## src/rtl/core/b64lh_pkg.sv

```systemverilog
// shared types, constants and the sextet-to-ascii function for the base64
// encoder with length header; no dependencies
package b64lh_pkg;

    // default depth of the job queue between front and back
    localparam int QUEUE_DEPTH = 4;

    localparam logic [7:0] CHAR_PAD = 8'h3D;   // '='
    localparam logic [7:0] CHAR_NL  = 8'h0A;   // newline

    localparam logic CMD_BYTE   = 1'b0;
    localparam logic CMD_FINISH = 1'b1;

    // what the group part of a job holds
    typedef enum logic [1:0] {
        GRP_NONE,   // no group
        GRP_FULL,   // three bytes, four characters
        GRP_ONE,    // one byte, two characters and two pads
        GRP_TWO     // two bytes, three characters and one pad
    } t_grp;

    // one unit of work for the back: everything a single transaction emits
    typedef struct packed {
        logic        hdr;         // first header group present
        logic [23:0] hdr_triple;
        t_grp        grp;
        logic [23:0] grp_triple;
        logic        nl;          // trailing newline
    } t_job;

    // back sequencer phases
    typedef enum logic [1:0] {
        PH_IDLE,
        PH_HDR,
        PH_GRP,
        PH_NL
    } t_phase;

    // standard base64 alphabet
    function automatic logic [7:0] f_b64_char(input logic [5:0] s);
        logic [7:0] v;
        v = {2'b00, s};
        if (s < 6'd26) begin
            f_b64_char = 8'h41 + v;
        end else if (s < 6'd52) begin
            f_b64_char = 8'h61 + v - 8'd26;
        end else if (s < 6'd62) begin
            f_b64_char = 8'h30 + v - 8'd52;
        end else if (s == 6'd62) begin
            f_b64_char = 8'h2B;
        end else begin
            f_b64_char = 8'h2F;
        end
    endfunction

    // first phase of a job; every queued job emits something
    function automatic t_phase f_first_phase(input t_job j);
        if (j.hdr) begin
            f_first_phase = PH_HDR;
        end else if (j.grp != GRP_NONE) begin
            f_first_phase = PH_GRP;
        end else begin
            f_first_phase = PH_NL;
        end
    endfunction

endpackage

```

## src/rtl/core/b64lh_front.sv

```systemverilog
// front part: accepts transactions, keeps the group state and the length
// register, and turns each transaction with output into a job; uses b64lh_pkg
module b64lh_front (
    input  logic                i_clk,
    input  logic                i_rst_n,
    input  logic                i_valid,
    output logic                o_ready,
    input  logic                i_command,
    input  logic [7:0]          i_data_byte,
    input  logic                i_cfg_valid,
    output logic                o_cfg_ready,
    input  logic [31:0]         i_cfg_payload_bytes,
    input  logic                i_q_full,
    output logic                o_q_push,
    output b64lh_pkg::t_job     o_q_job
);

    logic [31:0] r_payload;
    logic [1:0]  r_fill, n_fill;
    logic [15:0] r_pending, n_pending;
    logic        r_hdr_sent, n_hdr_sent;
    logic        accept;
    b64lh_pkg::t_job job;
    logic        has_out;

    assign o_ready     = !i_q_full;
    assign o_cfg_ready = 1'b1;
    assign accept      = i_valid && o_ready;

    // length register
    always_ff @(posedge i_clk) begin
        if (!i_rst_n) begin
            r_payload <= '0;
        end else if (i_cfg_valid) begin
            r_payload <= i_cfg_payload_bytes;
        end
    end

    // classify the transaction and build its job
    always_comb begin
        job            = '0;
        job.grp        = b64lh_pkg::GRP_NONE;
        has_out        = 1'b0;
        n_fill         = r_fill;
        n_pending      = r_pending;
        n_hdr_sent     = r_hdr_sent;
        job.hdr_triple = {r_payload[7:0], r_payload[15:8], r_payload[23:16]};
        if (i_command == b64lh_pkg::CMD_BYTE) begin
            if (!r_hdr_sent) begin
                // header bytes 0..2 form a group, byte 3 and data stay held
                job.hdr    = 1'b1;
                has_out    = 1'b1;
                n_pending  = {r_payload[31:24], i_data_byte};
                n_fill     = 2'd2;
                n_hdr_sent = 1'b1;
            end else if (r_fill == 2'd2) begin
                job.grp        = b64lh_pkg::GRP_FULL;
                job.grp_triple = {r_pending, i_data_byte};
                has_out        = 1'b1;
                n_pending      = '0;
                n_fill         = 2'd0;
            end else begin
                n_pending = {r_pending[7:0], i_data_byte};
                n_fill    = r_fill + 2'd1;
            end
        end else begin
            // finish: flush partial group, newline, rearm
            has_out = 1'b1;
            job.nl  = 1'b1;
            if (!r_hdr_sent) begin
                job.hdr        = 1'b1;
                job.grp        = b64lh_pkg::GRP_ONE;
                job.grp_triple = {r_payload[31:24], 16'h0000};
            end else if (r_fill == 2'd1) begin
                job.grp        = b64lh_pkg::GRP_ONE;
                job.grp_triple = {r_pending[7:0], 16'h0000};
            end else if (r_fill == 2'd2) begin
                job.grp        = b64lh_pkg::GRP_TWO;
                job.grp_triple = {r_pending, 8'h00};
            end
            n_pending  = '0;
            n_fill     = 2'd0;
            n_hdr_sent = 1'b0;
        end
    end

    assign o_q_push = accept && has_out;
    assign o_q_job  = job;

    // group state
    always_ff @(posedge i_clk) begin
        if (!i_rst_n) begin
            r_fill     <= '0;
            r_pending  <= '0;
            r_hdr_sent <= 1'b0;
        end else if (accept) begin
            r_fill     <= n_fill;
            r_pending  <= n_pending;
            r_hdr_sent <= n_hdr_sent;
        end
    end

endmodule

```

## src/rtl/core/b64lh_queue.sv

```systemverilog
// small job queue between front and back; register array with read and
// write pointers and a fill count; uses b64lh_pkg
module b64lh_queue #(
    parameter int DEPTH = b64lh_pkg::QUEUE_DEPTH
) (
    input  logic            i_clk,
    input  logic            i_rst_n,
    input  logic            i_push,
    input  b64lh_pkg::t_job i_job,
    output logic            o_full,
    input  logic            i_pop,
    output logic            o_valid,
    output b64lh_pkg::t_job o_job
);

    localparam int AW = (DEPTH > 1) ? $clog2(DEPTH) : 1;
    localparam int CW = $clog2(DEPTH + 1);
    localparam logic [AW-1:0] LAST_IDX = AW'(DEPTH - 1);
    localparam logic [CW-1:0] FULL_CNT = CW'(DEPTH);

    b64lh_pkg::t_job r_mem [DEPTH];
    logic [AW-1:0] r_wr, r_rd;
    logic [CW-1:0] r_cnt;

    assign o_full  = (r_cnt == FULL_CNT);
    assign o_valid = (r_cnt != '0);
    assign o_job   = r_mem[r_rd];

    // storage
    always_ff @(posedge i_clk) begin
        if (i_push) begin
            r_mem[r_wr] <= i_job;
        end
    end

    // pointers and count
    always_ff @(posedge i_clk) begin
        if (!i_rst_n) begin
            r_wr  <= '0;
            r_rd  <= '0;
            r_cnt <= '0;
        end else begin
            if (i_push) begin
                r_wr <= (r_wr == LAST_IDX) ? '0 : r_wr + AW'(1);
            end
            if (i_pop) begin
                r_rd <= (r_rd == LAST_IDX) ? '0 : r_rd + AW'(1);
            end
            if (i_push && !i_pop) begin
                r_cnt <= r_cnt + CW'(1);
            end else if (!i_push && i_pop) begin
                r_cnt <= r_cnt - CW'(1);
            end
        end
    end

    a_no_push_full: assert property (@(posedge i_clk) disable iff (!i_rst_n)
        o_full |-> !i_push || i_pop)
        else $error("queue written while full");
    a_no_pop_empty: assert property (@(posedge i_clk) disable iff (!i_rst_n)
        i_pop |-> o_valid)
        else $error("queue read while empty");
    a_cnt_range: assert property (@(posedge i_clk) disable iff (!i_rst_n)
        r_cnt <= FULL_CNT)
        else $error("queue count out of range");

endmodule

```

## src/rtl/core/b64lh_back.sv

```systemverilog
// back part: walks each job character by character into an output register
// with valid and ready; uses b64lh_pkg
module b64lh_back (
    input  logic            i_clk,
    input  logic            i_rst_n,
    input  logic            i_q_valid,
    input  b64lh_pkg::t_job i_q_job,
    output logic            o_q_pop,
    output logic            o_valid,
    input  logic            i_ready,
    output logic [7:0]      o_out_char,
    output logic            o_last
);

    b64lh_pkg::t_phase r_phase, n_phase;
    logic [1:0]        r_idx, n_idx;
    b64lh_pkg::t_job   r_job;
    logic              r_out_valid;
    logic [7:0]        r_out_char;
    logic              r_out_last;
    logic              slot_free;
    logic [7:0]        cur_char;
    logic              cur_last;
    logic [23:0]       cur_triple;
    logic [5:0]        sextet;
    logic              load;

    function automatic logic [7:0] b64_pkg_char(input logic [5:0] s);
        b64_pkg_char = b64lh_pkg::f_b64_char(s);
    endfunction

    assign slot_free = !r_out_valid || i_ready;

    // current character and end-of-job flag
    always_comb begin
        cur_triple = (r_phase == b64lh_pkg::PH_HDR) ? r_job.hdr_triple : r_job.grp_triple;
        unique case (r_idx)
            2'd0:    sextet = cur_triple[23:18];
            2'd1:    sextet = cur_triple[17:12];
            2'd2:    sextet = cur_triple[11:6];
            default: sextet = cur_triple[5:0];
        endcase
        cur_char = b64_pkg_char(sextet);
        cur_last = 1'b0;
        unique case (r_phase)
            b64lh_pkg::PH_HDR: begin
                cur_last = (r_idx == 2'd3) && (r_job.grp == b64lh_pkg::GRP_NONE) && !r_job.nl;
            end
            b64lh_pkg::PH_GRP: begin
                if ((r_job.grp == b64lh_pkg::GRP_ONE) && (r_idx >= 2'd2)) begin
                    cur_char = b64lh_pkg::CHAR_PAD;
                end else if ((r_job.grp == b64lh_pkg::GRP_TWO) && (r_idx == 2'd3)) begin
                    cur_char = b64lh_pkg::CHAR_PAD;
                end
                cur_last = (r_idx == 2'd3) && !r_job.nl;
            end
            b64lh_pkg::PH_NL: begin
                cur_char = b64lh_pkg::CHAR_NL;
                cur_last = 1'b1;
            end
            default: begin
                cur_last = 1'b0;
            end
        endcase
        // take the next job when idle or when the current one ends
        load    = i_q_valid && ((r_phase == b64lh_pkg::PH_IDLE) || (slot_free && cur_last));
        o_q_pop = load;
    end

    // next phase and character index
    always_comb begin
        n_phase = r_phase;
        n_idx   = r_idx;
        if (load) begin
            n_phase = b64lh_pkg::f_first_phase(i_q_job);
            n_idx   = 2'd0;
        end else if ((r_phase != b64lh_pkg::PH_IDLE) && slot_free) begin
            priority if (cur_last) begin
                n_phase = b64lh_pkg::PH_IDLE;
                n_idx   = 2'd0;
            end else if ((r_phase == b64lh_pkg::PH_HDR) && (r_idx == 2'd3)) begin
                n_phase = (r_job.grp != b64lh_pkg::GRP_NONE) ? b64lh_pkg::PH_GRP
                                                              : b64lh_pkg::PH_NL;
                n_idx   = 2'd0;
            end else if ((r_phase == b64lh_pkg::PH_GRP) && (r_idx == 2'd3)) begin
                n_phase = b64lh_pkg::PH_NL;
                n_idx   = 2'd0;
            end else begin
                n_idx = r_idx + 2'd1;
            end
        end
    end

    // sequencer state
    always_ff @(posedge i_clk) begin
        if (!i_rst_n) begin
            r_phase <= b64lh_pkg::PH_IDLE;
            r_idx   <= '0;
        end else begin
            r_phase <= n_phase;
            r_idx   <= n_idx;
        end
    end

    // held job
    always_ff @(posedge i_clk) begin
        if (load) begin
            r_job <= i_q_job;
        end
    end

    // output register
    always_ff @(posedge i_clk) begin
        if (!i_rst_n) begin
            r_out_valid <= 1'b0;
        end else if (slot_free) begin
            r_out_valid <= (r_phase != b64lh_pkg::PH_IDLE);
        end
    end

    always_ff @(posedge i_clk) begin
        if (slot_free) begin
            r_out_char <= cur_char;
            r_out_last <= cur_last;
        end
    end

    assign o_valid    = r_out_valid;
    assign o_out_char = r_out_char;
    assign o_last     = r_out_last;

    a_hdr_phase: assert property (@(posedge i_clk) disable iff (!i_rst_n)
        (r_phase == b64lh_pkg::PH_HDR) |-> r_job.hdr)
        else $error("header phase without header group");
    a_grp_phase: assert property (@(posedge i_clk) disable iff (!i_rst_n)
        (r_phase == b64lh_pkg::PH_GRP) |-> (r_job.grp != b64lh_pkg::GRP_NONE))
        else $error("group phase without group");
    a_nl_last: assert property (@(posedge i_clk) disable iff (!i_rst_n)
        (r_out_valid && (r_out_char == b64lh_pkg::CHAR_NL)) |-> r_out_last)
        else $error("newline not flagged last");
    a_load_busy: assert property (@(posedge i_clk) disable iff (!i_rst_n)
        load |=> (r_phase != b64lh_pkg::PH_IDLE))
        else $error("job loaded but sequencer idle");

endmodule

```

## src/rtl/core/base64_encoder_length_header.sv

```systemverilog
// Base64 encoder with a 32-bit little-endian length header.
// Input channel (i_valid/o_ready): one transaction carries i_command and
// i_data_byte; command 0 is a payload byte, command 1 finishes the stream.
// Output channel (o_valid/i_ready): one base64 character, '=' pad or newline
// per transaction; o_last marks the final character caused by an input.
// Config channel (i_cfg_valid/o_cfg_ready, always ready) loads the byte
// count that goes into the header; write it only while the block is idle.
// The header is encoded ahead of the first byte of each stream, or at finish
// for an empty stream. After a finish the block rearms for a new stream.
// The first character of an input passes the job queue and the back's
// sequencer state before it leaves the output register. The back emits one
// character per cycle while the receiver is ready, so throughput is set by
// the output: four characters per three bytes, nine for an empty stream,
// and none while the queue is dry; inputs that make no output push no job.
// When the receiver stalls, characters wait in the output register and the
// job queue (QUEUE_DEPTH jobs) keeps taking inputs until it fills.
// Reset is synchronous, active low; it clears the stream state, the queue,
// the output valid and the length register to zero.
// Uses b64lh_pkg, b64lh_front, b64lh_queue and b64lh_back.
module base64_encoder_length_header #(
    parameter int QUEUE_DEPTH = b64lh_pkg::QUEUE_DEPTH
) (
    input  logic        i_clk,
    input  logic        i_rst_n,
    input  logic        i_valid,
    output logic        o_ready,
    input  logic        i_command,
    input  logic [7:0]  i_data_byte,
    output logic        o_valid,
    input  logic        i_ready,
    output logic [7:0]  o_out_char,
    output logic        o_last,
    input  logic        i_cfg_valid,
    output logic        o_cfg_ready,
    input  logic [31:0] i_cfg_payload_bytes
);

    logic            q_full;
    logic            q_push;
    logic            q_pop;
    logic            q_valid;
    b64lh_pkg::t_job push_job;
    b64lh_pkg::t_job pop_job;

    // accept and classify
    b64lh_front u_front (
        .i_clk               (i_clk),
        .i_rst_n             (i_rst_n),
        .i_valid             (i_valid),
        .o_ready             (o_ready),
        .i_command           (i_command),
        .i_data_byte         (i_data_byte),
        .i_cfg_valid         (i_cfg_valid),
        .o_cfg_ready         (o_cfg_ready),
        .i_cfg_payload_bytes (i_cfg_payload_bytes),
        .i_q_full            (q_full),
        .o_q_push            (q_push),
        .o_q_job             (push_job)
    );

    // job queue
    b64lh_queue #(
        .DEPTH (QUEUE_DEPTH)
    ) u_queue (
        .i_clk   (i_clk),
        .i_rst_n (i_rst_n),
        .i_push  (q_push),
        .i_job   (push_job),
        .o_full  (q_full),
        .i_pop   (q_pop),
        .o_valid (q_valid),
        .o_job   (pop_job)
    );

    // character sequencer and output register
    b64lh_back u_back (
        .i_clk      (i_clk),
        .i_rst_n    (i_rst_n),
        .i_q_valid  (q_valid),
        .i_q_job    (pop_job),
        .o_q_pop    (q_pop),
        .o_valid    (o_valid),
        .i_ready    (i_ready),
        .o_out_char (o_out_char),
        .o_last     (o_last)
    );

endmodule
```

## config.mk

```make
export PLATFORM = sky130hd
export DESIGN_NAME = base64_encoder_length_header
export DESIGN_NICKNAME = d
export VERILOG_FILES = /design/src/rtl/core/b64lh_pkg.sv /design/src/rtl/core/b64lh_front.sv /design/src/rtl/core/b64lh_queue.sv /design/src/rtl/core/b64lh_back.sv /design/src/rtl/core/base64_encoder_length_header.sv
export SDC_FILE = /design/constraint.sdc
export NUM_CORES = 1
export LEC_CHECK = 0
export BUFFER_PORTS_ARGS = -buffer_cell sky130_fd_sc_hd__clkbuf_2
export CAP_MARGIN = 5
export CORE_MARGIN = 5
export CORE_UTILIZATION = 40
export DETAILED_ROUTE_END_ITERATION = 7
export PLACE_DENSITY_LB_ADDON = 0.25
export SYNTH_ARGS = -nofsm -noshare
export SYNTH_HDL_FRONTEND = slang
export SYNTH_SLANG_ARGS = --single-unit
```

## constraint.sdc

```tcl
create_clock -name i_clk -period 5.7 [get_ports i_clk]
set_input_delay 0 -clock i_clk [delete_from_list [all_inputs] [get_ports i_clk]]
set_output_delay 0 -clock i_clk [all_outputs]
set_load 0.02 [all_outputs]
```

After elaboration in Yosys (flattened, before gate mapping)

Memory sizes are Yosys's and may differ from the RTL's. A register that Yosys moved wholly into a read port is not among the register bits.
Index checks and enable logic that the tools add are counted.

Flip-flop bits (word level): 123
RAM bits: 208
Input bits: 46
Output and inout port bits: 12
Logic and storage cells: 127
Memories: 1

Memories:

| memory        | words | bits a word | read ports | clocked after memory_dff | wr ports | line              | source |
|---|---|---|---|---|---|---|---|
| u_queue.r_mem | 4     | 52          | 1          | 1                        | 1        | b64lh_queue.sv:21 | `b64lh_pkg::t_job r_mem [DEPTH];` |

Add/sub/neg operators: 11
Magnitude comparators: 4
Eq/ne operators: 14
Muxes and demuxes: 47
Bitwise gates (word level): 1
Reduce and logical (&&, ||, !) cells: 33

Operators by type and width:

| kind                  | count |
|---|---|
| $mux W26              | 5 |
| $mux W16              | 3 |
| $mux W8               | 5 |
| $mux W2               | 16 |
| $mux W25              | 1 |
| $mux W24              | 1 |
| $eq A2 B2 Y1 const B  | 9 |
| $pmux W6 S3           | 1 |
| $add A7 B6 Y8 const A | 2 |
| $pmux W8 S2           | 1 |
| $logic_and A1 B1 Y1   | 14 |
| $lt A6 B6 Y1 const B  | 2 |
| $mux W1               | 10 |
| $reduce_bool A2 Y1    | 5 |
| $mux W3               | 3 |
| $add A2 B1 Y2 const B | 4 |
| $sub A8 B5 Y8 const B | 1 |
| $sub A8 B6 Y8 const B | 1 |
| $add A6 B6 Y7 const A | 1 |
| $eq A2 B1 Y1 const B  | 3 |
| $eq A6 B6 Y1 const B  | 1 |
| $logic_not A2 Y1      | 3 |
| $lt A6 B5 Y1 const B  | 1 |
| $logic_not A1 Y1      | 5 |
| other kinds (11)      | 12 |

Logic depth before layout (Yosys ltp)

Gate-level depths: netlist of run 1.

Depth after elaboration: 11
Depth in mapped cells: 14

Cells and area by module

From an unflattened synthesis of run 1, not the netlist that was laid out.

Cell total of the unflattened synthesis: 826
Area, all modules: 13,711.9 um2

Modules (own cells, without submodules):

| module      | instances | cells an instance | area each (um2) | seq. area each (um2) |
|---|---|---|---|---|
| b64lh_queue | 1         | 316               | 8,023.9         | 6,426.2 |
| b64lh_back  | 1         | 232               | 3,031.7         | 1,901.8 |
| b64lh_front | 1         | 278               | 2,656.3         | 1,021.0 |

Worst setup path after synthesis of run 1

OpenSTA, ideal clock, no wires.

Path kind: register to register
Start: register u_queue.r_cnt[0]
End: memory u_queue.r_mem[0][0] (netlist name) (enable)
Library setup time: 0.415 ns
Arrival: 2.635 ns
Slack: 2.650 ns
Stages on the path, launching flop included: 7
Cells stage by stage: dfxtp_1 > nor2_1 > nand2_1 > nand2_1 > clkbuf_1 > a21oi_1 > and2_1

Longest elaborated chain between the ends: 6

Ends and longest elaborated chain:

| item                          | line                               | source |
|---|---|---|
| start, declared               | b64lh_queue.sv:23                  | `logic [CW-1:0] r_cnt;` |
| start signal, assigned        | b64lh_queue.sv:50                  | `r_cnt <= r_cnt + CW'(1);` |
| start signal, assigned        | b64lh_queue.sv:52                  | `r_cnt <= r_cnt - CW'(1);` |
| $eq A3 B3 Y1                  | b64lh_queue.sv:25                  | `assign o_full = (r_cnt == FULL_CNT);` |
| $logic_not A1 Y1              | b64lh_front.sv:26                  | `assign o_ready = !i_q_full;` |
| net o_ready                   | base64_encoder_length_header.sv:26 | `output logic o_ready,` |
| $logic_and A1 B1 Y1           | b64lh_front.sv:28                  | `assign accept = i_valid && o_ready;` |
| $logic_and A1 B1 Y1           | b64lh_front.sv:87                  | `assign o_q_push = accept && has_out;` |
| net q_push                    | base64_encoder_length_header.sv:39 | `logic q_push;` |
| $mux W1                       | b64lh_queue.sv:31                  | `if (i_push) begin` |
| $mux W1 (implied by the code) | b64lh_queue.sv:32                  | `r_mem[r_wr] <= i_job;` |
| end, declared                 | b64lh_queue.sv:21                  |  |

The timed path passes the listed nets, and every way through them passes these cells.

Final worst setup path of run 1

Start: register u_back.r_phase[1]
End: register u_back.r_out_char[7] (netlist: u_back.o_out_char[7]) (data pin)

Longest elaborated chain between the ends: 11
Elaborated cells between the ends (all ways): 19

Ends and longest elaborated chain:

| item                   | line              | source |
|---|---|---|
| start, declared        | b64lh_back.sv:15  | `b64lh_pkg::t_phase r_phase, n_phase;` |
| start signal, assigned | b64lh_back.sv:97  | `r_phase <= b64lh_pkg::PH_IDLE;` |
| start signal, assigned | b64lh_back.sv:100 | `r_phase <= n_phase;` |
| $eq A2 B1 Y1           | b64lh_back.sv:36  | `cur_triple = (r_phase == b64lh_pkg::PH_HDR) ? r_job.hdr_triple : r_job.grp_triple;` |
| $mux W24               | b64lh_back.sv:36  |  |
| $pmux W6 S3            | b64lh_back.sv:37  | `unique case (r_idx)` |
| $add A6 B6 Y7          | b64lh_pkg.sv:48   | `f_b64_char = 8'h30 + v - 8'd52;` |
| $sub A8 B6 Y8          | b64lh_pkg.sv:48   |  |
| $mux W8                | b64lh_pkg.sv:47   | `end else if (s < 6'd62) begin` |
| $mux W8                | b64lh_pkg.sv:45   | `end else if (s < 6'd52) begin` |
| $mux W8                | b64lh_pkg.sv:43   | `if (s < 6'd26) begin` |
| $mux W8                | b64lh_back.sv:52  | `end else if ((r_job.grp == b64lh_pkg::GRP_TWO) && (r_idx == 2'd3)) begin` |
| $mux W8                | b64lh_back.sv:50  | `if ((r_job.grp == b64lh_pkg::GRP_ONE) && (r_idx >= 2'd2)) begin` |
| $pmux W8 S2 (*)        | b64lh_back.sv:45  | `unique case (r_phase)` |
| net u_back.cur_char[7] | b64lh_back.sv:22  | `logic [7:0] cur_char;` |
| end signal, assigned   | b64lh_back.sv:123 | `r_out_char <= cur_char;` |
| end, declared          | b64lh_back.sv:19  | `logic [7:0] r_out_char;` |

The timed path passes the listed nets; every way through them passes the cells marked *.
A chain may end at the register's enable or synchronous reset.

==> metrics.cfg, run 1 <==
[timing]
min_period_over_period = 0.6051
slew_viol_final = 0
rsz0062_at_grt = no
fin_crit_ns = 3.449
fmax_ghz = 0.2899
relSlewSlack = 0.2430
finalSetupTns_ns = 0
setup_viol = 0
hold_violations = 0
skew_ns = 0.02463
worst_pin_slew_ns = 1.135

[cts]
worst_skew_pair.late_latency_ns = 0.52
cts_setup_buffers = 0
cts_made_buffers = 35
cts.path.max_buffers = 3
htree_levels = 2
cts_tree = built
clock_sinks = 333
cts-root-buf = clkbuf_16
clk_pin_slew_ns = 0.06

[finish]
final_common_cell = edfxtp_1
layout_common_cells = 268 x edfxtp_1, 63 x dfxtp_1, 56 x clkbuf_2, 54 x nor2b_1, 52 x mux4_2
drive_gt1_frac = 0.2031
fillers = 2870
design_area_um2 = 15640
nNetsFinal = 999
multiInputGateArea_um2 = 3755
ff_latch_area_um2 = 9356
num_antenna_cells = 0
postLayoutCoreUtil = 0.4698
syn_to_final_growth_pct = 16.88

[die]
core_area_um2 = 33280
dieHeight_um = 192.9
start_util = 0.4019
row_count = 67
die_x_um = 192.9
die_area_um2 = 37200
io_pins = 58

[synthesis]
synth.distinct_cells = 62
netlist_instances = 830
synth-seq-cells = 333
async_flop_share = 0
yosysSeqAreaShare = 0.6989
ys.warnings.count = 0
postSynthAreaPerCell_um2 = 16.12
synth_edf_count = 268
synthesis.nets = 901
ys.flop_type = edfxtp_1
netlist_area_um2 = 13380

[setup_path]
worst-r2r-cell-count = 10
cp_data_required_time_ns = 6.01
worstPathMaxFanout = 15
startpoint = u_back.r_phase[1]
r2r-start = u_back.r_phase[1]
rrSetupSlack_ns = 2.25
worstPathArrival_ns = 3.76
end_kind = flip-flop
cp-start-kind = flip-flop
r2r-end = u_back.o_out_char[7]
endpoint = u_back.o_out_char[7]
critical_path_class = reg2reg

[global_routing]
grt_max_degree = 53
grt_first_pass_wirelength_um = 41890
grt_usage = 0.1464
antenna_found_initial = 0
grt_pass1_vias = 7089
gr-total-overflow = 0

[routing]
drc = 0
antenna_left = 0
routedWlPerCell_um = 18.96
via_count = 7075
first_iter_violations = 384
wl_um = 26610
drt-pass1-iter-count = 5
vias_per_cell = 5.043

[status]
status = completed

[place]
dpl_cell_area_um2 = 14080
dp_hpwl_um = 16300
place.gp.congestion = 0.7863
portBuffers = 56

[power_and_ir_drop]
ir_drop_v = 0.0002436
leakage_nw = 5.417
power.density_nw_per_um2 = 498.2

[flow_run]
maxCapViolations = 0

[hold_path]
min_path_type = in2reg

## metrics by stage
stage / power (mW) / hold WS, ns / worst slack, ns / instances
final: 7.789 / 0.04108 / 2.251 / 1403
after global routing: 8.209 / 0.06639 / 2.031 / 1403
after CTS: 7.869 / 0.02675 / 2.273 / 1403
after detailed placement: 5.593 / 0.2630 / 2.306 / 1298
after global placement: 5.582 / 0.2551 / 2.350 / 1298
after floorplan: 5.000 / 0.09887 / 2.650 / 830
## report_power, final
part           total [mW]  switching [mW]  internal [mW]
sequential           3.52           0.297           3.23
clock                2.25           0.931           1.32
combinational        2.02            1.13          0.888
## registers in the layout, summed over array words and instances (netlist names), named ones only
name                cells
u_queue.r_mem         208
u_back.r_job           51
u_queue.r_cnt           3
u_front.r_fill          2
u_queue.r_rd            2
u_back.r_idx            2
u_front.r_payload      32
u_back.r_phase          2
u_front.r_pending      16
u_back.o_last           1
u_queue.r_wr            2
u_front.r_hdr_sent      1
u_back.o_out_char       8
u_back.o_valid          1
## cells by family (layout without fill, tap and decap cells)
kind of cell,after synthesis,after routing,share of synthesized area
multiplexers,101,101,0.1254
adder cells (fa/ha/maj),25,25,0.02395
AO/OA/AOI/OAI,108,108,0.05257
flip-flops,333,333,0.6989
AND/OR/NAND/NOR,192,192,0.07380
buffers and inverters,64,189,0.02114
XOR/XNOR,6,6,0.003929
other,1,1,0.0002803
## cell type report
class	instances	share of cell area
sequential	333	0.5984
clock inverter	23	0.01400
clock buffer	41	0.05946
tap	448	0.03585
multi-input combinational	433	0.2402
inverter	23	0.005522
timing repair buffer	102	0.04657
## cell usage after synthesis (all sizes together) (20+ instances only)
master	n	share of area
a21oi	48	0.018
nor2b	54	0.025
inv	21	0.0059
edfxtp	268	0.60
nor3	20	0.0075
ha	24	0.022
mux4	52	0.088
nor2	38	0.011
nand2	40	0.011
clkbuf	25	0.0079
dfxtp	65	0.097
mux2i	42	0.031
## worst min-delay path by stage
stage	start	end	slack (ns)	depth (start not counted)
global placement	i_cfg_payload_bytes[29]	u_front.r_payload[29]	0.26	3
CTS	i_command	u_queue.r_mem[0][0]	0.03	1
floorplan	i_command	u_queue.r_mem[0][0]	0.1	0
global route	i_command	u_queue.r_mem[0][0]	0.07	1
detailed placement	i_cfg_payload_bytes[17]	u_front.r_payload[17]	0.26	3
finish	i_command	u_queue.r_mem[1][0]	0.04	1
## what timing repair did
action                     CTS  global route
hold buffers                41             0
setup endpoints to repair    0             0
hold endpoints to repair    73             0
gates resized for setup      0             0
## routing by layer
metal	global-route usage	up-vias	wire, um
li1	-	3371	-
met1	0.2101	3508	12280
met2	0.2364	160	12670
met3	0.02370	36	1196
met4	0.03346	0	463
met5	0	-	0
## critical path, stage by stage, from the launching register on
cell and delay [ns]:
dfxtp_1 0.38, inv_1 0.10, ha_1 0.43, nor2b_1 0.29, a32oi_1 0.21, and2_1 0.21
clkinv_1 0.28, ha_1 0.30, nand2b_1 0.25, or3_1 0.43, a2111oi_2 0.35
(Power assumes the default switching activity.)
==> run 2, diff against run 1 <==
==> constraint.sdc (replaced) <==
create_clock -name i_clk -period 3.2 [get_ports i_clk]
set_input_delay 0 -clock i_clk [delete_from_list [all_inputs] [get_ports i_clk]]
set_output_delay 0 -clock i_clk [all_outputs]
set_load 0.02 [all_outputs]
==> metrics.cfg, run 2 (synthesized netlist as in run 1, its figures left out) <==
[die]
die_area_um2 = 37200
dieHeight_um = 192.9
die_x_um = 192.9
core_area_um2 = 33280
start_util = 0.4019
io_pins = 58
row_count = 67

[routing]
dr_wl_met3_um = 1074
vias_per_cell = 5.037
wl_met2_um = 12920
routed.top_layer = met4
first_iter_violations = 446
drc = 0
met1_length_um = 12430
wl_um = 27160
routedWlPerCell_um = 19.02
via_count = 7193
antenna_left = 0
drt-pass1-iter-count = 7

[cts]
cts_made_buffers = 36
cts-root-buf = clkbuf_16
clk_pin_slew_ns = 0.06
cts_setup_buffers = 0
clock_sinks = 333
cts.path.max_buffers = 3
cts_tree = built
htree_levels = 2
worst_skew_pair.late_latency_ns = 0.51

[setup_path]
cp-start-kind = flip-flop
cp_common_cell = ha_1
max_stage_delay_ns = 0.43
worstPathMaxFanout = 12
path_delay_family = simple AND/OR/NAND/NOR gates
end_kind = flip-flop
cp_slowest_cell = ha_1
critical_path_class = reg2reg
path_buf_inv = 2
cp_cell_sequence = inv_1 -> ha_1 -> a22oi_1 -> a32oi_1 -> and2_1 -> clkinv_1 -> ha_1 -> nand2b_1 -> or3_1 -> a2111oi_2
cp_data_required_time_ns = 3.51
worstPathArrival_ns = 3.29

[finish]
final_common_cell = edfxtp_1
layout_common_cells = 268 x edfxtp_1, 63 x dfxtp_1, 56 x clkbuf_2, 54 x nor2b_1, 52 x mux4_2
top_register = u_queue.r_mem
num_antenna_cells = 0
drive_gt1_frac = 0.2163
syn_to_final_growth_pct = 18.93
fillers = 2883
nNetsFinal = 1025
largest_register_ffs = 208
postLayoutCoreUtil = 0.4780
design_area_um2 = 15910
largestRegisters = u_queue.r_mem (208), u_back.r_job (51), u_front.r_payload (32)
multiInputGateArea_um2 = 3752
ff_latch_area_um2 = 9354
stdcell_count = 1428

[global_routing]
grt_usage = 0.1500
grt_first_pass_wirelength_um = 43100
grt_pass1_vias = 7400
gr-total-overflow = 0
grt_max_degree = 53
antenna_found_initial = 0

[power_and_ir_drop]
p_clk_frac = 0.277
pwr-share-seq = 0.443
switching_share = 0.2996
total_power_mw = 13.98
comb_power_share = 0.280
leakage_nw = 5.554
internal_power_mw = 9.790
ir_drop_v = 0.0004094
power.density_nw_per_um2 = 878.7
p_sw_mw = 4.188

[hold_path]
min_path_type = in2reg

[place]
place.gp.congestion = 0.8423
dp_hpwl_um = 17480
dpl_cell_area_um2 = 14390
portBuffers = 56
pre_cts_slack_ns = 0.1803
placed_cells = 1323

[timing]
finalWorstSetupSlack_ns = 0.2192
worst_pin_slew_ns = 0.8830
fmax_ghz = 0.3355
slew_viol_final = 0
skew_ns = 0.02044
relSlewSlack = 0.4113
rsz0062_at_grt = no
holdWs_ns = 0.03942
setup_viol = 0
hold_violations = 0
fin_crit_ns = 2.981
finalSetupTns_ns = 0
min_period_over_period = 0.9315

[status]
status = completed

[flow_run]
maxCapViolations = 0

-- run 2: final cells by class --
class	count	share of cell area
clock inverters	12	0.008258
repair buffers	127	0.06622
well taps	448	0.03523
flip-flops and latches	333	0.5880
multi-input cells	433	0.2359
clock buffers	52	0.06103
inverters	23	0.005427
-- run 2: final timing paths --
kind,startpoint,endpoint,slack (ns),cells past startpoint
max reg2reg,u_back.r_idx[0],u_back.o_out_char[7],0.22,10
max,u_back.r_idx[0],u_back.o_out_char[7],0.22,10
min,i_command,u_queue.r_mem[3][0],0.04,1
min reg2reg,u_queue.r_rd[0],flip-flop,0.48,2
-- run 2: power by group through the flow --
stage          registers (mW)  logic [mW]  clock network (mW)
6_report                 6.19        3.91                3.87
5_1_grt                  6.30        4.30                4.16
4_1_cts                  6.23        3.96                3.98
3_5_place_dp             6.31        3.90                   0
3_3_place_gp             6.31        3.93                   0
2_1_floorplan            6.07        2.84                   0
-- run 2: per-layer routing --
metal | track usage | vias to the layer above
met5 | 0 | -
met4 | 0.04663 | 0
met3 | 0.02297 | 38
met2 | 0.2400 | 151
met1 | 0.2128 | 3584
li1 | - | 3420
-- run 2: repair_timing --
| item | CTS | global route |
|---|---|---|
| hold endpoints to repair | 73 | 0 |
| hold buffers | 41 | 0 |
| setup endpoints to repair | 0 | 5 |
| resized for setup | 0 | 1 |
